<file path="src/design/kph_pkg.sv">
package kph_pkg;

    // Command codes carried in tuser on the input stream.
    localparam logic [2:0] CMD_BASE      = 3'd0;
    localparam logic [2:0] CMD_RD_WORD   = 3'd1;
    localparam logic [2:0] CMD_RD_SAMPLE = 3'd2;
    localparam logic [2:0] CMD_RD_TOTAL  = 3'd3;
    localparam logic [2:0] CMD_CLEAR     = 3'd4;

    // Configuration register indexes.
    localparam logic [1:0] REG_MOTIF_LEN    = 2'd0;
    localparam logic [1:0] REG_DIST_LIMIT   = 2'd1;
    localparam logic [1:0] REG_BOTH_STRANDS = 2'd2;

    localparam logic [2:0] MOTIF_LEN_RST    = 3'd6;
    localparam logic [6:0] DIST_LIMIT_RST   = 7'd64;
    localparam logic       BOTH_STRANDS_RST = 1'b1;

    // Sequence characters and their 2-bit codes.
    localparam logic [7:0] CHAR_A = 8'h41;
    localparam logic [7:0] CHAR_C = 8'h43;
    localparam logic [7:0] CHAR_G = 8'h47;
    localparam logic [7:0] CHAR_T = 8'h54;
    localparam logic [1:0] NUC_A  = 2'd0;
    localparam logic [1:0] NUC_C  = 2'd1;
    localparam logic [1:0] NUC_G  = 2'd2;
    localparam logic [1:0] NUC_T  = 2'd3;
    localparam logic [1:0] COMP_MASK = 2'b11;

    // Result queue.
    localparam int READ_W     = 32;
    localparam int OUT_DEPTH  = 4;
    localparam int OUT_PTR_W  = 2;
    localparam int OUT_CNT_W  = 3;

    typedef enum logic [2:0] {
        K_NOP,
        K_BASE,
        K_RD_WORD,
        K_RD_SAMPLE,
        K_RD_TOTAL,
        K_CLEAR
    } t_kind;

    typedef struct packed {
        t_kind kind;
        logic  wr;       // increment word and sample counters
        logic  last;     // last memory operation of the request
        logic  counted;
        logic  zero_rd;  // read address out of range
    } t_op_ctl;

    typedef struct packed {
        logic [READ_W-1:0] value;
        logic              counted;
    } t_result;

endpackage

</file>
<file path="src/design/kph_front.sv">
module kph_front #(
    parameter int MAX_WORD_LEN = 6,
    parameter int NUM_DIST     = 64,
    parameter int COUNT_WIDTH  = 32,
    parameter int INDEX_WIDTH  = 16
) (
    input  logic                    i_clk,
    input  logic                    i_rst_n,
    input  logic                    i_cfg_we,
    input  logic [1:0]              i_cfg_index,
    input  logic [6:0]              i_cfg_data,
    input  logic                    i_accept,
    input  logic [2:0]              i_cmd,
    input  logic [7:0]              i_base_char,
    input  logic                    i_seq_end,
    input  logic [15:0]             i_seq_center,
    input  logic [11:0]             i_word_addr,
    input  logic [5:0]              i_dist_addr,
    input  logic [1:0]              i_nuc_addr,
    input  logic                    i_sweep,
    output logic                    o_ready,
    output logic                    o_iss_valid,
    output kph_pkg::t_op_ctl        o_iss_ctl,
    output logic [2*MAX_WORD_LEN-1:0] o_iss_word,
    output logic [((NUM_DIST > 1) ? $clog2(NUM_DIST) : 1)-1:0] o_iss_dist,
    output logic [COUNT_WIDTH-1:0]  o_iss_total
);

    localparam int WORD_BITS = 2 * MAX_WORD_LEN;
    localparam int DIST_BITS = (NUM_DIST > 1) ? $clog2(NUM_DIST) : 1;
    localparam int KW        = $clog2(MAX_WORD_LEN + 1);
    localparam int SW        = ((INDEX_WIDTH > 16) ? INDEX_WIDTH : 16) + 2;

    logic [2:0]             r_motif;
    logic [6:0]             r_limit;
    logic                   r_both;
    logic [WORD_BITS-1:0]   r_roll;
    logic [KW-1:0]          r_run;
    logic [INDEX_WIDTH-1:0] r_idx;
    logic [COUNT_WIDTH-1:0] r_tot [4];

    logic                   r_d_valid;
    logic                   r_d_phase;
    kph_pkg::t_op_ctl       r_d_ctl;
    logic                   r_d_two;
    logic [WORD_BITS-1:0]   r_d_fwd;
    logic [WORD_BITS-1:0]   r_d_rc;
    logic [DIST_BITS-1:0]   r_d_dist;
    logic [COUNT_WIDTH-1:0] r_d_total;

    kph_pkg::t_op_ctl       n_ctl;
    logic                   n_two;
    logic [WORD_BITS-1:0]   n_fwd;
    logic [WORD_BITS-1:0]   n_rc;
    logic [DIST_BITS-1:0]   n_dist;
    logic [COUNT_WIDTH-1:0] n_total;

    logic                   b_valid;
    logic [1:0]             b_code;
    logic [KW-1:0]          k_eff;
    logic [KW-1:0]          run_next;
    logic [WORD_BITS-1:0]   roll_next;
    logic [WORD_BITS-1:0]   mask;
    logic [WORD_BITS-1:0]   fwd;
    logic [WORD_BITS-1:0]   rc;
    logic [SW-1:0]          diff;
    logic [SW-1:0]          abs_d;
    logic                   counted;
    logic                   rd_ok;
    logic [COUNT_WIDTH-1:0] tot_inc;

    always_comb begin
        b_valid = 1'b1;
        b_code  = kph_pkg::NUC_A;
        priority if (i_base_char == kph_pkg::CHAR_A) begin
            b_code = kph_pkg::NUC_A;
        end else if (i_base_char == kph_pkg::CHAR_C) begin
            b_code = kph_pkg::NUC_C;
        end else if (i_base_char == kph_pkg::CHAR_G) begin
            b_code = kph_pkg::NUC_G;
        end else if (i_base_char == kph_pkg::CHAR_T) begin
            b_code = kph_pkg::NUC_T;
        end else begin
            b_valid = 1'b0;
        end

        // Out-of-range word lengths are pulled into 1..MAX_WORD_LEN.
        if (r_motif == 3'd0) begin
            k_eff = KW'(1);
        end else if (4'(r_motif) > 4'(MAX_WORD_LEN)) begin
            k_eff = KW'(MAX_WORD_LEN);
        end else begin
            k_eff = KW'(r_motif);
        end

        run_next  = (r_run < KW'(MAX_WORD_LEN)) ? r_run + 1'b1 : r_run;
        roll_next = WORD_BITS'({r_roll, b_code});

        mask = '0;
        for (int i = 0; i < MAX_WORD_LEN; i++) begin
            if (i < int'(k_eff)) begin
                mask[2*i +: 2] = 2'b11;
            end
        end
        fwd = roll_next & mask;

        // Reverse complement: base i of the word lands at place k-1-i.
        rc = '0;
        for (int i = 0; i < MAX_WORD_LEN; i++) begin
            for (int j = 0; j < MAX_WORD_LEN; j++) begin
                if (i < int'(k_eff) && j == int'(k_eff) - 1 - i) begin
                    rc[2*j +: 2] = fwd[2*i +: 2] ^ kph_pkg::COMP_MASK;
                end
            end
        end

        // Window middle minus center: index - (k-1) + k/2 - center.
        diff  = SW'(r_idx) - (SW'(k_eff) - SW'(1)) + SW'(k_eff >> 1)
                - SW'(i_seq_center);
        abs_d = diff[SW-1] ? SW'(~diff + SW'(1)) : diff;
        counted = b_valid && (run_next >= k_eff) && (abs_d < SW'(NUM_DIST))
                  && (abs_d < SW'(r_limit));
        rd_ok   = SW'(i_dist_addr) < SW'(NUM_DIST);

        tot_inc = (r_tot[b_code] == '1) ? r_tot[b_code] : r_tot[b_code] + 1'b1;
    end

    always_comb begin
        n_ctl         = '0;
        n_ctl.kind    = kph_pkg::K_NOP;
        n_two         = 1'b0;
        n_fwd         = fwd;
        n_rc          = rc;
        n_dist        = DIST_BITS'(abs_d);
        n_total       = r_tot[i_nuc_addr];
        unique case (i_cmd)
            kph_pkg::CMD_BASE: begin
                n_ctl.kind    = kph_pkg::K_BASE;
                n_ctl.wr      = counted;
                n_ctl.counted = counted;
                n_two         = counted && r_both;
            end
            kph_pkg::CMD_RD_WORD: begin
                n_ctl.kind    = kph_pkg::K_RD_WORD;
                n_ctl.zero_rd = !rd_ok;
                n_fwd         = WORD_BITS'(i_word_addr);
                n_dist        = DIST_BITS'(i_dist_addr);
            end
            kph_pkg::CMD_RD_SAMPLE: begin
                n_ctl.kind    = kph_pkg::K_RD_SAMPLE;
                n_ctl.zero_rd = !rd_ok;
                n_dist        = DIST_BITS'(i_dist_addr);
            end
            kph_pkg::CMD_RD_TOTAL: begin
                n_ctl.kind    = kph_pkg::K_RD_TOTAL;
            end
            kph_pkg::CMD_CLEAR: begin
                n_ctl.kind    = kph_pkg::K_CLEAR;
            end
            default: begin
                n_ctl.kind    = kph_pkg::K_NOP;
            end
        endcase
    end

    always_ff @(posedge i_clk) begin
        if (!i_rst_n) begin
            r_motif <= kph_pkg::MOTIF_LEN_RST;
            r_limit <= kph_pkg::DIST_LIMIT_RST;
            r_both  <= kph_pkg::BOTH_STRANDS_RST;
        end else if (i_cfg_we) begin
            unique case (i_cfg_index)
                kph_pkg::REG_MOTIF_LEN:    r_motif <= i_cfg_data[2:0];
                kph_pkg::REG_DIST_LIMIT:   r_limit <= i_cfg_data;
                kph_pkg::REG_BOTH_STRANDS: r_both  <= i_cfg_data[0];
                default: begin
                end
            endcase
        end
    end

    always_ff @(posedge i_clk) begin
        if (!i_rst_n) begin
            r_roll <= '0;
            r_run  <= '0;
            r_idx  <= '0;
            for (int i = 0; i < 4; i++) begin
                r_tot[i] <= '0;
            end
        end else if (i_accept) begin
            if (i_cmd == kph_pkg::CMD_BASE) begin
                if (b_valid) begin
                    r_tot[b_code] <= tot_inc;
                    r_roll        <= roll_next;
                    r_run         <= run_next;
                end else begin
                    r_roll <= '0;
                    r_run  <= '0;
                end
                if (i_seq_end) begin
                    r_idx  <= '0;
                    r_roll <= '0;
                    r_run  <= '0;
                end else begin
                    r_idx <= r_idx + 1'b1;
                end
            end else if (i_cmd == kph_pkg::CMD_CLEAR) begin
                for (int i = 0; i < 4; i++) begin
                    r_tot[i] <= '0;
                end
            end
        end
    end

    // A request that counts both strands occupies the issue slot twice.
    always_ff @(posedge i_clk) begin
        if (!i_rst_n) begin
            r_d_valid <= 1'b0;
            r_d_phase <= 1'b0;
        end else if (i_accept) begin
            r_d_valid <= 1'b1;
            r_d_phase <= 1'b0;
        end else if (r_d_valid && r_d_two && !r_d_phase) begin
            r_d_phase <= 1'b1;
        end else begin
            r_d_valid <= 1'b0;
        end
    end

    always_ff @(posedge i_clk) begin
        if (i_accept) begin
            r_d_ctl   <= n_ctl;
            r_d_two   <= n_two;
            r_d_fwd   <= n_fwd;
            r_d_rc    <= n_rc;
            r_d_dist  <= n_dist;
            r_d_total <= n_total;
        end
    end

    assign o_ready = !i_sweep && !(r_d_valid && (r_d_ctl.kind == kph_pkg::K_CLEAR
                                   || (r_d_two && !r_d_phase)));

    always_comb begin
        o_iss_valid    = r_d_valid;
        o_iss_ctl      = r_d_ctl;
        o_iss_ctl.last = !r_d_two || r_d_phase;
        o_iss_word     = r_d_phase ? r_d_rc : r_d_fwd;
        o_iss_dist     = r_d_dist;
        o_iss_total    = r_d_total;
    end

endmodule

</file>
<file path="config.mk">
export PLATFORM = sky130hd
export DESIGN_NAME = kph_front
export DESIGN_NICKNAME = d
export VERILOG_FILES = /design/src/design/kph_pkg.sv /design/src/design/kph_front.sv
export SDC_FILE = /design/constraint.sdc
export NUM_CORES = 1
export LEC_CHECK = 0
export BUFFER_PORTS_ARGS = -buffer_cell sky130_fd_sc_hd__buf_2
export CORE_MARGIN = 2
export CORE_UTILIZATION = 55
export CTS_CLUSTER_DIAMETER = 80
export CTS_CLUSTER_SIZE = 16
export DETAILED_ROUTE_END_ITERATION = 12
export PLACE_DENSITY = 0.74
export SYNTH_ARGS = -nofsm -noshare
export SYNTH_HDL_FRONTEND = slang
export SYNTH_SLANG_ARGS = --single-unit
</file>
<file path="constraint.sdc">
create_clock -name i_clk -period 20.3 [get_ports i_clk]
set_input_delay 0 -clock i_clk [delete_from_list [all_inputs] [get_ports i_clk]]
set_output_delay 0 -clock i_clk [all_outputs]
set_load 0.1 [all_outputs]
</file>
==> results.yml <==
pwr:
  vdd_drop_max_v: 0.0000668
  p_leak_uw: 0.00626
  power-per-cell-area_nw_per_um2: 74.2
  power_uw: 1230
route:
  routed_wl_um: 39500
  antenna_left: 0
  wl_per_cell_um: 20.6
  vias_per_cell: 6.36
  dr_total_vias: 12222
  first_pass_iters: 6
  drc: 0
  drtIter0Drc: 1005
timing:
  clock.fmax_mhz: 133
  min_period_ps: 7520
  fin_tns_setup_ps: 0
  fin_crit_sh_pct: 37.0
  rsz0062_at_grt: "false"
  finalMaxSlewViolations: 0
  setup_viol: 0
  setup_slack_ps: 12780
  worst_pin_slew_ps: 1320
  finalHoldViolCount: 0
  finClkSkew_ps: 17.7
  slew_headroom_pct: 11.1
placement:
  dp.cells: 1855
  place.gp.congestion: 0.928
  dp_slack_ps: 12970
  dp_hpwl_um: 26500
  io_buffers: 119
job:
  drv_cap: 0
floorplan:
  coreArea_um2: 26700
  die_x_um: 168
  die_height_um: 168
  dieArea_um2: 28200
  fp-row-count: 60
  io_pins: 121
  initial_core_util_pct: 55.5
clocking:
  clockBufferDepth: 3
  cts-buffers-inserted: 19
  cts_tree: "done"
  cts.clk_slew.worst_paths_ps: 80
  root_buffer: "clkbuf_16"
  numClockSinks: 237
  cts_max_level: 1
  insertion_delay_ps: 510
  post_cts_resized: 0
layout:
  syn_to_final_growth_pct: 11.8
  post-route-util_pct: 62.1
  layout_common_cells: "edfxtp_1 (195), nor2_1 (174), buf_2 (118), nand2_1 (104), nand3_1 (94)"
  nets: 1709
  layout_commonest_cell: "edfxtp_1"
  drive_gt1_share_pct: 16.0
  fin_cells: 1921
logic_synthesis:
  async_reset_ff_share_pct: 0
  synthFlopType: "edfxtp_1"
  ys_ff_latch: 237
  syn_area_um2: 14800
  avgSynthCellArea_um2: 10.1
  synthDistinctLibCells: 87
  netlist_top_cells_area: "edfxtp_1 (40%), dfxtp_1 (5.7%), ha_1 (5.2%)"
  syn_inst: 1461
  synth-seq-area-share_pct: 45.2
  synth-edff-count: 195
  yosys_warnings: 0
  synth.net_count: 1597
  yosysTopAreaCellShare_pct: 39.6
  yosysTopAreaCell: "edfxtp_1"
hold_path:
  min_from: "i_accept"
  whs_endpoint: "r_idx[1]$_SDFFE_PN0P_"
  min_path_cells: 5
  min_path_type: "in -> reg"
worst_setup_path:
  slowest_stage: "dfxtp_1"
  path_max_fanout: 21
  crit_family: "compound AO/OA/AOI/OAI gates"
  max_stage_delay_ps: 810
  startpoint_type: "flop"
  reg2reg_depth: 25
  path_common_cell: "ha_1"
  end_kind: "flop"
  crit_arrival_ps: 7830
  timing.rr.end: "r_d_two$_SDFFCE_PP0P_"
  cp_data_required_time_ps: 20610
  r2r_start: "r_motif[2]$_SDFFE_PN1P_"
  r2r_slack_ps: 12780
  critPathKind: "reg -> reg"
  worstPathBufferInverterCount: 3
global_routing:
  gr-total-overflow: 0
  grt_pass1_wl_um: 62200
  grt_pass1_vias: 11953
  grt_max_degree: 70
  grt_usage_pct: 27.6
  antenna_found_initial: 1
outcome:
  status: "completed"
## metal layers
metal / up-vias / global-route usage (%) / routed length (µm)
met5: - / 0 / 0
li1: 5680 / - / -
met3: 104 / 3.39 / 2980
met1: 5869 / 35.1 / 15800
met2: 569 / 48.8 / 19500
met4: 0 / 9.94 / 1250
## metrics by stage
step           hold slack, ps  area (µm²)
6_report                 34.0       16600
5_1_grt                  70.5       16500
4_1_cts                  18.3       16500
3_5_place_dp              253       15600
3_3_place_gp              238       15600
2_1_floorplan            61.9       14800
## Yosys cell counts (11+ instances only)
cell,count
mux4_2,32
and3_1,27
nand4_1,13
nand2b_1,13
a22oi_1,24
inv_1,77
nor3_1,64
edfxtp_1,195
a21oi_1,70
mux2_2,19
o211ai_1,19
dfxtp_1,42
nand2_1,107
a31oi_1,13
o21ai_0,37
xnor2_1,33
xor2_1,19
nor2_1,174
or2_2,14
mux2i_1,14
a22o_1,19
buf_1,11
ha_1,62
a21o_1,12
o22ai_1,11
nand3_1,94
fa_1,12
clkbuf_1,58
## cell families after synthesis
group / Yosys count / synth area share [%]
and+or+nand+nor: 580 / 19.5
buffers and inverters: 161 / 4.27
muxes: 65 / 7.26
xor gates and xnor gates: 52 / 3.08
other: 1 / 0.0253
DFF: 237 / 45.2
adders and majority gates: 74 / 6.87
AOI/OAI and AO/OA: 291 / 13.8
## cell type report
cell class              count  area (µm²)
clock buffers              24         504
fillers                  2129       10100
clock inverters             3        33.8
multi-input cells        1063        7490
repair buffers            174        1110
diodes                      1        2.50
well taps                 341         427
inverters                  78         293
flip-flops and latches    237        6700
## power by group
group	total, µW	leakage (µW)	internal [µW]	switching, µW
registers	566	0.00234	554	11.6
clock network	351	0.000262	176	175
logic	311	0.00366	97.8	213
total	1230	0.00626	829	400
## worst max path at each step
stage                            startpoint                         end  cells past startpoint
finish              r_motif[2]$_SDFFE_PN1P_       r_d_two$_SDFFCE_PP0P_                     25
global route        r_motif[2]$_SDFFE_PN1P_       r_d_two$_SDFFCE_PP0P_                     26
CTS                 r_motif[2]$_SDFFE_PN1P_       r_d_two$_SDFFCE_PP0P_                     25
detailed placement  r_motif[2]$_SDFFE_PN1P_  o_iss_ctl[1]$_SDFFCE_PP0P_                     25
global placement    r_motif[2]$_SDFFE_PN1P_  o_iss_ctl[1]$_SDFFCE_PP0P_                     25
floorplan           r_motif[2]$_SDFFE_PN1P_  o_iss_ctl[1]$_SDFFCE_PP0P_                     28
## flip-flops by register name, summed over array words and instances (netlist names), 6 cells and up
name,count
o_iss_total,32
r_idx,16
o_iss_dist,6
r_limit,7
r_d_fwd,12
r_roll,10
r_tot,128
r_d_rc,12
## repair_timing
item	CTS	global route
endpoints found under the setup margin	0	0
hold buffers	38	0
setup buffers	0	0
endpoints found under the hold margin	35	0
## worst reg2reg max path: stages, from the launching register on
cell      delay, ps
dfxtp_1         810
inv_1           240
ha_1            360
and2_1          190
a22oi_1         410
inv_1           430
fa_1            610
inv_1            40
ha_1            280
ha_1            380
a21o_1          240
a21o_1          180
nand2_1          80
or4b_2          580
o211a_1         280
and2_0          310
o21ai_0         290
ha_1            270
a21boi_0        130
o21a_1          170
o21ai_0         150
nand2b_1         80
a21oi_1         170
o221a_2         200
nand4b_1        130
nor4_1          290
Power figures use the tool's default switching activity.
