<file path="config.mk">
export PLATFORM = sky130hd
export DESIGN_NAME = kph_out_fifo
export DESIGN_NICKNAME = d
export VERILOG_FILES = /design/src/design/kph_pkg.sv /design/src/design/kph_out_fifo.sv
export SDC_FILE = /design/constraint.sdc
export NUM_CORES = 1
export LEC_CHECK = 0
export ABC_CLOCK_PERIOD_IN_PS = 7000
export BUFFER_PORTS_ARGS = -buffer_cell sky130_fd_sc_hd__buf_4
export CAP_MARGIN = 30
export CORE_AREA = 4 4 145 119
export DETAILED_ROUTE_END_ITERATION = 12
export DIE_AREA = 0 0 149 123
export PLACE_DENSITY = 0.53
export SYNTH_ARGS = -nofsm -noshare
export SYNTH_HDL_FRONTEND = slang
export SYNTH_SLANG_ARGS = --single-unit
export TNS_END_PERCENT = 30
</file>
<file path="constraint.sdc">
create_clock -name i_clk -period 7 [get_ports i_clk]
set_clock_uncertainty 0.2 [all_clocks]
set_input_delay 0.7 -clock i_clk [delete_from_list [all_inputs] [get_ports i_clk]]
set_output_delay 0.7 -clock i_clk [all_outputs]
set_load 0.005 [all_outputs]
</file>
<file path="src/design/kph_pkg.sv">
package kph_pkg;

    // Command codes carried in tuser on the input stream.
    localparam logic [2:0] CMD_BASE      = 3'd0;
    localparam logic [2:0] CMD_RD_WORD   = 3'd1;
    localparam logic [2:0] CMD_RD_SAMPLE = 3'd2;
    localparam logic [2:0] CMD_RD_TOTAL  = 3'd3;
    localparam logic [2:0] CMD_CLEAR     = 3'd4;

    // Configuration register indexes.
    localparam logic [1:0] REG_MOTIF_LEN    = 2'd0;
    localparam logic [1:0] REG_DIST_LIMIT   = 2'd1;
    localparam logic [1:0] REG_BOTH_STRANDS = 2'd2;

    localparam logic [2:0] MOTIF_LEN_RST    = 3'd6;
    localparam logic [6:0] DIST_LIMIT_RST   = 7'd64;
    localparam logic       BOTH_STRANDS_RST = 1'b1;

    // Sequence characters and their 2-bit codes.
    localparam logic [7:0] CHAR_A = 8'h41;
    localparam logic [7:0] CHAR_C = 8'h43;
    localparam logic [7:0] CHAR_G = 8'h47;
    localparam logic [7:0] CHAR_T = 8'h54;
    localparam logic [1:0] NUC_A  = 2'd0;
    localparam logic [1:0] NUC_C  = 2'd1;
    localparam logic [1:0] NUC_G  = 2'd2;
    localparam logic [1:0] NUC_T  = 2'd3;
    localparam logic [1:0] COMP_MASK = 2'b11;

    // Result queue.
    localparam int READ_W     = 32;
    localparam int OUT_DEPTH  = 4;
    localparam int OUT_PTR_W  = 2;
    localparam int OUT_CNT_W  = 3;

    typedef enum logic [2:0] {
        K_NOP,
        K_BASE,
        K_RD_WORD,
        K_RD_SAMPLE,
        K_RD_TOTAL,
        K_CLEAR
    } t_kind;

    typedef struct packed {
        t_kind kind;
        logic  wr;       // increment word and sample counters
        logic  last;     // last memory operation of the request
        logic  counted;
        logic  zero_rd;  // read address out of range
    } t_op_ctl;

    typedef struct packed {
        logic [READ_W-1:0] value;
        logic              counted;
    } t_result;

endpackage

</file>
<file path="src/design/kph_out_fifo.sv">
module kph_out_fifo (
    input  logic                  i_clk,
    input  logic                  i_rst_n,
    input  logic                  i_take,
    input  logic                  i_push,
    input  kph_pkg::t_result      i_res,
    output logic                  o_space,
    output logic                  o_tvalid,
    input  logic                  i_tready,
    output kph_pkg::t_result      o_res
);

    kph_pkg::t_result               r_q [kph_pkg::OUT_DEPTH];
    logic [kph_pkg::OUT_PTR_W-1:0]  r_wr_ptr;
    logic [kph_pkg::OUT_PTR_W-1:0]  r_rd_ptr;
    logic [kph_pkg::OUT_CNT_W-1:0]  r_fill;
    logic [kph_pkg::OUT_CNT_W-1:0]  r_credit;
    logic                           pop;

    assign pop      = o_tvalid && i_tready;
    assign o_tvalid = r_fill != '0;
    assign o_res    = r_q[r_rd_ptr];
    // Every request in flight owns a slot, so the queue never overflows.
    assign o_space  = r_credit < kph_pkg::OUT_CNT_W'(kph_pkg::OUT_DEPTH);

    always_ff @(posedge i_clk) begin
        if (i_push) begin
            r_q[r_wr_ptr] <= i_res;
        end
    end

    always_ff @(posedge i_clk) begin
        if (!i_rst_n) begin
            r_wr_ptr <= '0;
            r_rd_ptr <= '0;
            r_fill   <= '0;
            r_credit <= '0;
        end else begin
            if (i_push) begin
                r_wr_ptr <= r_wr_ptr + 1'b1;
            end
            if (pop) begin
                r_rd_ptr <= r_rd_ptr + 1'b1;
            end
            r_fill   <= r_fill + kph_pkg::OUT_CNT_W'(i_push)
                        - kph_pkg::OUT_CNT_W'(pop);
            r_credit <= r_credit + kph_pkg::OUT_CNT_W'(i_take)
                        - kph_pkg::OUT_CNT_W'(pop);
        end
    end

endmodule

</file>
==> results of run 1 <==
[path summary, 6_finish.rpt]
check        depth (start not counted)  slack (ns)           to
max                                  3        3.85     o_res[0]
max reg2reg                          7        4.59  r_credit[2]
min reg2reg                          2        0.28    flip-flop
min                                  1        0.28   r_q[1][27]
[power groups by stage]
stage	clock [W]	sequential, W	combinational [W]
after global routing	0.000921	0.00105	0.000457
after global placement	0	0.00106	0.000415
after detailed placement	0	0.00106	0.000425
final	0.000860	0.00104	0.000411
after CTS	0.000881	0.00105	0.000426
after floorplan	0	0.00103	0.000289
[per-layer routing]
layer / track usage [%] / routed length [um] / vias up
met3: 4.03 / 578 / 15
met5: 0 / 0 / -
met1: 14.8 / 4240 / 1259
met4: 5.83 / 181 / 0
li1: - / - / 1123
met2: 17.2 / 4560 / 61
[cell usage in the layout, fill, tap and decap left out, types with 3 or more instances in the layout]
cell type and n:
mux2i_1 4, and2_2 4, edfxtp_1 132, clkinv_2 6, dfxtp_1 10, mux4_2 30, nor2b_1 3, and2_1 5
buf_4 73, ha_1 8, clkbuf_16 17, inv_1 10, mux4_1 3
[stage by stage]
step | power [W] | area (um^2) | utilization, % | std cells
6_report | 0.00232 | 6790 | 43.3 | 545
5_1_grt | 0.00243 | 6790 | 43.3 | 545
4_1_cts | 0.00235 | 6790 | 43.3 | 545
3_5_place_dp | 0.00149 | 6220 | 39.6 | 513
3_3_place_gp | 0.00148 | 6170 | 39.3 | 511
2_1_floorplan | 0.00132 | 5440 | - | 232
[logic make-up (layout without fill, tap and decap cells)]
logic type,Yosys count,count (layout)
buffers and inverters,19,117
AND/OR/NAND/NOR,17,17
AO/OA/AOI/OAI,2,2
flip-flops,144,144
adder cells (fa/ha/maj),10,10
XOR/XNOR,3,3
multiplexers,37,37
[layout make-up]
cell class	instances	area (um^2)	share of cell area, %
sequential	144	4210	61.9
multi-input combinational	69	1110	16.4
timing repair buffer	75	596	8.77
clock buffer	18	429	6.32
tap	215	269	3.96
clock inverter	14	140	2.06
inverter	10	37.5	0.553
[flip-flops by register name (all words and copies together), names as in the netlist, named ones only]
signal / count
r_q: 132
r_credit: 3
r_fill: 3
r_rd_ptr: 2
r_wr_ptr: 2
==> reports/metrics.cfg, run 1 <==
[outcome]
status=finished, final reports clean

[yosys]
synth_compound_gate_area_share_pct=0.322
synth_common_cells=edfxtp_1 (132), mux4_2 (30), dfxtp_1 (12), inv_1 (10), and2_1 (9)
synth_edf_count=132
synth-async-reset-ratio_pct=0
yosysSeqAreaShare_pct=77.2
synth_top_area_share_pct=72.8
synth_cell_type_count=21
syn_inst=232
syn_nets=280
synth.avg_cell_area_um2=23.5
synth_area_leaders=edfxtp_1 (73%), mux4_2 (12%), dfxtp_1 (4.4%)
syn_area_um2=5440
synth.ff_latch_count=144
synthAdderAreaFrac_pct=2.57
muxShareOfSynthArea_pct=14.6
yosys.area_share.simple_pct=1.86
synth.largest_area_cell=edfxtp_1
synthMostInstantiatedCell=edfxtp_1
synth_ff_type=edfxtp_1
synth_warnings=0
synth_top_family_by_area=multiplexers
synth-xor-area-share_pct=0.989

[cts]
cts.root.buffer_cell=clkbuf_16
cts_tree=done
h-tree-depth=4
clk_latency_ns=0.41
cts_made_buffers=17
clkSlewWorstSetupHoldPaths_ns=0.06
cts_sinks=144
post_cts_buffers=0
cts.hold.buffers_added=0
clockBufferDepth=2
ctsResizeCount=0

[cells_and_area]
num_antenna_cells=0
fill_cells=1387
fin_nets=365
syn_to_final_growth_pct=24.8
layout-drive-gt1-share_pct=43.0

[global_route]
grt_pass1_wl_um=15000
grt_max_degree=34
grt_usage_pct=11.4
grt_pass1_vias=2606
gr-total-overflow=0
antenna_found_initial=0

[worst_setup_path]
cp_data_required_time_ns=6.10
cp_num_buf_inv=2
worst_path_most_repeated_cell=buf_4
r2r-start=r_fill[1]
slowest_stage=mux4_1
crit_family=buffers and inverters
cp.arrival_ns=2.25
criticalPathCategory=flip-flop to output pin
path_cells=buf_4, mux4_1, buf_4
slowest_delay_ns=0.62
end_kind=output pin
cp_max_fo=24
crit_path_start_kind=flip-flop

[die]
dieArea_um2=18300
start_util_pct=34.7
coreArea_um2=15700
ios=73
die_h_um=123
rows=41
die_x_um=149

[drt]
final_antenna_net_count=0
initialDrtViolationCount=130
vias_per_cell=4.51
drc_errors=0
routed_wl_um=9560
dr.pass1.iters=4
vias=2458
wire_per_inst_um=17.5

[placement]
gp_congestion=0.656
hpwl_um=5740
io_buffers=72
dp_slack_ns=4.20

[power]
p_comb_share_pct=17.8
power_frac_seq_pct=45.1
switching_power_w=0.000540
clkPwrFrac_pct=37.1
power.internal_w=0.00178
swShare_pct=23.3
powerDensity_nw_per_um2=341
vdd_drop_max_v=0.000195
leakagePower_nw=2.36

[job]
cap_violations=0

[timing]
setup_tns_ns=0
whs_ns=0.283
setup_violations=0
max_freq_mhz=317
rsz0062_at_grt=false
finalMaxSlewViolations=0
worst_slew_pin_slew_ns=0.954
setup_slack_ns=3.85
hold_viol_final=0
min_period_over_period_pct=45.0
worst_slew_margin_rel_pct=36.4
period_needed_ns=3.15

[min_path]
worstHoldPathType=input pin to flip-flop
hold_start=i_res[27]

No activity file was read; power rests on OpenSTA's default activity.
==> run 2: changes to the inputs <==
--- a/config.mk
+++ b/config.mk
@@ -5,13 +5,13 @@
 export SDC_FILE = /design/constraint.sdc
 export NUM_CORES = 1
 export LEC_CHECK = 0
-export ABC_CLOCK_PERIOD_IN_PS = 7000
+export ABC_CLOCK_PERIOD_IN_PS = 2600
 export BUFFER_PORTS_ARGS = -buffer_cell sky130_fd_sc_hd__buf_4
 export CAP_MARGIN = 30
 export CORE_AREA = 4 4 145 119
 export DETAILED_ROUTE_END_ITERATION = 12
 export DIE_AREA = 0 0 149 123
-export PLACE_DENSITY = 0.53
+export PLACE_DENSITY = 0.55
 export SYNTH_ARGS = -nofsm -noshare
 export SYNTH_HDL_FRONTEND = slang
 export SYNTH_SLANG_ARGS = --single-unit
==> constraint.sdc (replaced) <==
create_clock -name i_clk -period 2.6 [get_ports i_clk]
set_clock_uncertainty 0.2 [all_clocks]
set_input_delay 0.26 -clock i_clk [delete_from_list [all_inputs] [get_ports i_clk]]
set_output_delay 0.26 -clock i_clk [all_outputs]
set_load 0.005 [all_outputs]
==> reports/metrics.cfg, run 2 (synthesized netlist as in run 1, its figures left out) <==
[cells_and_area]
fin_util_pct=45.8  ; +2.6 points
fin_nets=406  ; +11%
num_antenna_cells=0  ; unchanged
syn_to_final_growth_pct=32.1
final_common_cell=edfxtp_1
largest_reg_flops=132  ; unchanged
top_regs=r_q: 132 flops, r_credit: 3 flops, r_fill: 3 flops
fin_cells=586  ; +7.5%
layout-drive-gt1-share_pct=37.7  ; -5.3 points
layout_common_cells=edfxtp_1 (132), buf_4 (74), dlygate4sd3_1 (36)
largest-register=r_q

[global_route]
grt_use_met2_pct=18.7  ; +1.5 points
gr-usage-met3_pct=4.58  ; +0.55 points
grt.busiest_layer=met2
grt_pass1_vias=2860  ; +9.7%
gr-total-overflow=0  ; unchanged
grt_use_met1_pct=15.6  ; +0.79 points
grt_max_degree=20  ; -41%
grt_pass1_wl_um=16000  ; +6.6%
antenna_found_initial=0  ; unchanged
grt_usage_pct=12.1  ; +0.64 points

[min_path]
worstHoldPathType=input pin to flip-flop

[cts]
cts.root.buffer_cell=clkbuf_16
clkSlewWorstSetupHoldPaths_ns=0.06  ; about the same
h-tree-depth=4  ; unchanged
post_cts_buffers=0  ; unchanged
clockBufferDepth=2  ; unchanged
cts_sinks=144  ; unchanged
clk_latency_ns=0.41  ; about the same
ctsResizeCount=0  ; unchanged
cts_made_buffers=17  ; unchanged
cts_tree=done
cts.hold.buffers_added=36  ; +36

[worst_setup_path]
criticalPathCategory=flip-flop to output pin
slowest_stage=dfxtp_2
worst_path_most_repeated_cell=buf_4
cp_max_fo=12  ; -50%
cp_data_required_time_ns=2.14  ; -3.96 ns
end_kind=output pin
path_cells=buf_4, mux4_2, buf_4
cp.arrival_ns=1.98  ; -0.27 ns
slowest_delay_ns=0.60  ; -0.02 ns
crit_family=flip-flops
crit_path_start_kind=flip-flop
cp_num_buf_inv=2  ; unchanged

[timing]
rsz0062_at_grt=false
worst_slew_pin_slew_ns=0.540  ; -0.415 ns
hold_viol_final=0  ; unchanged
min_period_over_period_pct=93.8
max_freq_mhz=410
setup_tns_ns=0  ; unchanged
setup_violations=0  ; unchanged
period_needed_ns=2.44
worst_slew_margin_rel_pct=64.0  ; +28 points
finalMaxSlewViolations=0  ; unchanged
setup_slack_ns=0.162  ; -3.69 ns

[die]
ios=73  ; unchanged
coreArea_um2=15700  ; unchanged
die_h_um=123  ; unchanged
start_util_pct=34.7  ; unchanged
die_x_um=149  ; unchanged
rows=41  ; unchanged
dieArea_um2=18300  ; unchanged

[power]
leakagePower_nw=2.52  ; +6.9%
vdd_drop_max_v=0.000417  ; +110%
powerDensity_nw_per_um2=862  ; +150%

[drt]
dr.pass1.iters=4  ; unchanged
drc_errors=0  ; unchanged
initialDrtViolationCount=112  ; -14%
vias=2609  ; +6.1%
wire_per_inst_um=17.3  ; -1.5%
final_antenna_net_count=0  ; unchanged
vias_per_cell=4.45  ; -1.3%
routed_wl_um=10100  ; +5.9%

[placement]
io_buffers=72  ; unchanged
hpwl_um=6080  ; +5.9%
dp.cells=518  ; +0.97%
dp_slack_ns=0.178  ; -4.03 ns
gp_congestion=0.663  ; +1.1%

[job]
cap_violations=0  ; unchanged

[outcome]
status=finished, final reports clean

[run 2: layout make-up]
| type | instances | area [um^2] |
|---|---|---|
| fill | 1382 | 8510 |
| sequential | 144 | 4210 |
| multi-input combinational | 69 | 1110 |
| timing repair buffer | 116 | 1040 |
| clock buffer | 20 | 437 |
| tap | 215 | 269 |
| clock inverter | 12 | 92.6 |
| inverter | 10 | 37.5 |
[run 2: final timing paths]
check / startpoint / end / slack (ns) / cells past startpoint
min reg2reg: r_rd_ptr[1] / flip-flop / 0.29 / 2
max: flip-flop / o_res[30] / 0.16 / 3
min: i_tready / flip-flop / 0.07 / 3
max reg2reg: r_fill[1] / r_credit[2] / 0.17 / 7
[run 2: routing by layer]
layer / up-vias / share of wire [%] / wire [um]
met1: 1325 / 45 / 4560
met2: 65 / 48 / 4830
met3: 16 / 5.8 / 584
met4: 0 / 1.5 / 147
met5: - / 0 / 0
li1: 1203 / - / -
[run 2: metrics by stage]
| step | cell area (um^2) | total power (W) | hold WS, ns |
|---|---|---|---|
| floorplan | 5440 | 0.00356 | 0.159 |
| global placement | 6300 | 0.00404 | 0.260 |
| detailed placement | 6300 | 0.00406 | 0.264 |
| CTS | 7190 | 0.00630 | 0.0710 |
| global route | 7190 | 0.00654 | 0.0802 |
| finish | 7190 | 0.00620 | 0.0696 |
[run 2: power by group]
group	switching, W	internal (W)
sequential	0.000108	0.00269
clock	0.000882	0.00130
combinational	0.000459	0.000755
[run 2: tightest hold or removal path: stages]
cell and delay (ns):
buf_4 0.11, o311ai_0 0.13, mux2i_1 0.11
==> run 3: changes to the inputs <==
--- a/config.mk
+++ b/config.mk
@@ -8,10 +8,10 @@
 export ABC_CLOCK_PERIOD_IN_PS = 2600
 export BUFFER_PORTS_ARGS = -buffer_cell sky130_fd_sc_hd__buf_4
 export CAP_MARGIN = 30
-export CORE_AREA = 4 4 145 119
+export CORE_AREA = 4 4 122 101
 export DETAILED_ROUTE_END_ITERATION = 12
-export DIE_AREA = 0 0 149 123
-export PLACE_DENSITY = 0.55
+export DIE_AREA = 0 0 126 105
+export PLACE_DENSITY = 0.73
 export SYNTH_ARGS = -nofsm -noshare
 export SYNTH_HDL_FRONTEND = slang
 export SYNTH_SLANG_ARGS = --single-unit
==> reports/metrics.cfg, run 3 (synthesized netlist as in run 1, its figures left out) <==
[outcome]
status=finished, final reports clean

[timing]
hold_viol_final=0  ; unchanged
worst_slew_pin_slew_ns=0.485  ; -0.0541 ns
setup_tns_ns=0  ; unchanged
min_period_over_period_pct=93.0  ; -0.81 points
worst_slew_margin_rel_pct=67.2  ; +3.2 points
max_freq_mhz=414  ; +0.87%
period_needed_ns=2.42  ; -0.0210 ns
whs_ns=0.0749  ; +0.00527 ns
rsz0062_at_grt=false
setup_violations=0  ; unchanged
finalMaxSlewViolations=0  ; unchanged

[worst_setup_path]
slowest_delay_ns=0.39  ; -0.21 ns
cp_max_fo=5  ; -7
r2r_setup_slack_ns=0.18  ; about the same
startpoint=r_fill[1]
worstReg2RegEnd=r_credit[2]
slowest_stage=o31a_1
cp.arrival_ns=2.52  ; +0.54 ns
r2r_cells=7  ; unchanged
r2r-start=r_fill[1]
end_kind=flip-flop
criticalPathCategory=flip-flop to flip-flop
crit_path_start_kind=flip-flop
path_cells=o31a_1, ha_1, inv_1, ha_1, fa_1, xnor3_1, and2_1
cp_data_required_time_ns=2.70  ; +0.56 ns
worst_path_most_repeated_cell=ha_1

[drt]
final_antenna_net_count=0  ; unchanged
routed_wl_um=9430  ; -6.8%
vias=2601  ; -0.31%
drc_errors=0  ; unchanged
dr.pass1.iters=4  ; unchanged
wire_per_inst_um=18.2  ; +5.6%
initialDrtViolationCount=144  ; +29%
vias_per_cell=5.03  ; +13%

[placement]
dp.cells=450  ; -13%
hpwl_um=5760  ; -5.2%
gp_congestion=0.714  ; +7.7%
io_buffers=72  ; unchanged

[die]
die_h_um=105  ; -15%
dieArea_um2=13200  ; -28%
ios=73  ; unchanged
start_util_pct=48.5  ; +14 points
die_x_um=126  ; -15%
rows=35  ; -15%
coreArea_um2=11200  ; -29%

[global_route]
gr-total-overflow=0  ; unchanged
grt_pass1_wl_um=15500  ; -3.0%
antenna_found_initial=0  ; unchanged
grt_pass1_vias=2888  ; +0.98%
grt_max_degree=23  ; +15%
grt_usage_pct=15.6  ; +3.5 points

[power]
vdd_drop_max_v=0.000728  ; +75%
totalPowerFinal_w=0.00637  ; +2.8%
leakagePower_nw=2.53  ; +0.54%
powerDensity_nw_per_um2=890  ; +3.2%

[cells_and_area]
num_antenna_cells=0  ; unchanged
fin_cells=517  ; -12%
largest-register=r_q
fin_nets=405  ; -0.25%
multi_input_area_um2=1110  ; unchanged
final_common_cell=edfxtp_1
syn_to_final_growth_pct=31.5
layout-drive-gt1-share_pct=38.2  ; +0.48 points
top_regs=r_q: 132 flops, r_credit: 3 flops, r_fill: 3 flops
largest_reg_flops=132  ; unchanged
fill_cells=773  ; -44%
fin_util_pct=63.9  ; +18 points
layout_common_cells=edfxtp_1 (132), buf_4 (72), dlygate4sd3_1 (36)
seq_area_um2=4210  ; unchanged

[min_path]
hold_start=i_tready
hold_path_depth=3  ; unchanged
worstHoldPathType=input pin to flip-flop

[cts]
h-tree-depth=4  ; unchanged
clk_latency_ns=0.40  ; about the same
post_cts_buffers=0  ; unchanged
cts_sinks=144  ; unchanged
clkSlewWorstSetupHoldPaths_ns=0.06  ; about the same
cts.root.buffer_cell=clkbuf_16
cts.hold.buffers_added=36  ; unchanged
cts_tree=done
clockBufferDepth=2  ; unchanged
ctsResizeCount=0  ; unchanged
cts_made_buffers=17  ; unchanged

[job]
cap_violations=0  ; unchanged

-- run 3: layout make-up --
cell class | instances | area share (%)
Timing Repair Buffer | 115 | 14.5
Clock inverter | 12 | 1.99
Multi-Input combinational cell | 69 | 15.5
Tap cell | 148 | 2.59
Sequential cell | 144 | 58.8
Clock buffer | 19 | 6.05
Inverter | 10 | 0.524
-- run 3: how the worst max path moves through the flow --
stage	slack, ns	to	cells after the start
4_1_cts	0.17	r_credit[2]	7
6_report	0.18	r_credit[2]	7
3_5_place_dp	0.17	r_credit[2]	7
2_1_floorplan	0.28	r_credit[2]	7
5_1_grt	0.08	r_credit[2]	7
3_3_place_gp	0.23	r_credit[2]	7
-- run 3: power by group --
| group | switching [W] | internal, W | total, W |
|---|---|---|---|
| clock network | 0.000863 | 0.00149 | 0.00235 |
| registers | 0.0000978 | 0.00269 | 0.00279 |
| logic | 0.000462 | 0.000761 | 0.00122 |
-- run 3: per-stage QoR --
step	instance area, um^2	worst slack [ns]
floorplan	5440	0.277
global placement	6220	0.232
detailed placement	6220	0.174
CTS	7160	0.173
global route	7160	0.0840
finish	7160	0.182
-- run 3: per-layer routing --
layer  global-route usage, %  wire [um]
met5                       0          0
met4                    4.44         97
met3                    5.93        529
met2                    24.1       4650
met1                    21.0       4160
-- run 3: worst max-delay path, delay by kind of cell, from the launching register on --
| kind | cells | cell delay, ns |
|---|---|---|
| AND/OR/NAND/NOR | 1 | 0.15 |
| XOR/XNOR | 1 | 0.35 |
| buffers and inverters | 1 | 0.04 |
| AO/OA/AOI/OAI | 1 | 0.39 |
| adder cells (fa/ha/maj) | 3 | 0.83 |
| flip-flops | 1 | 0.36 |
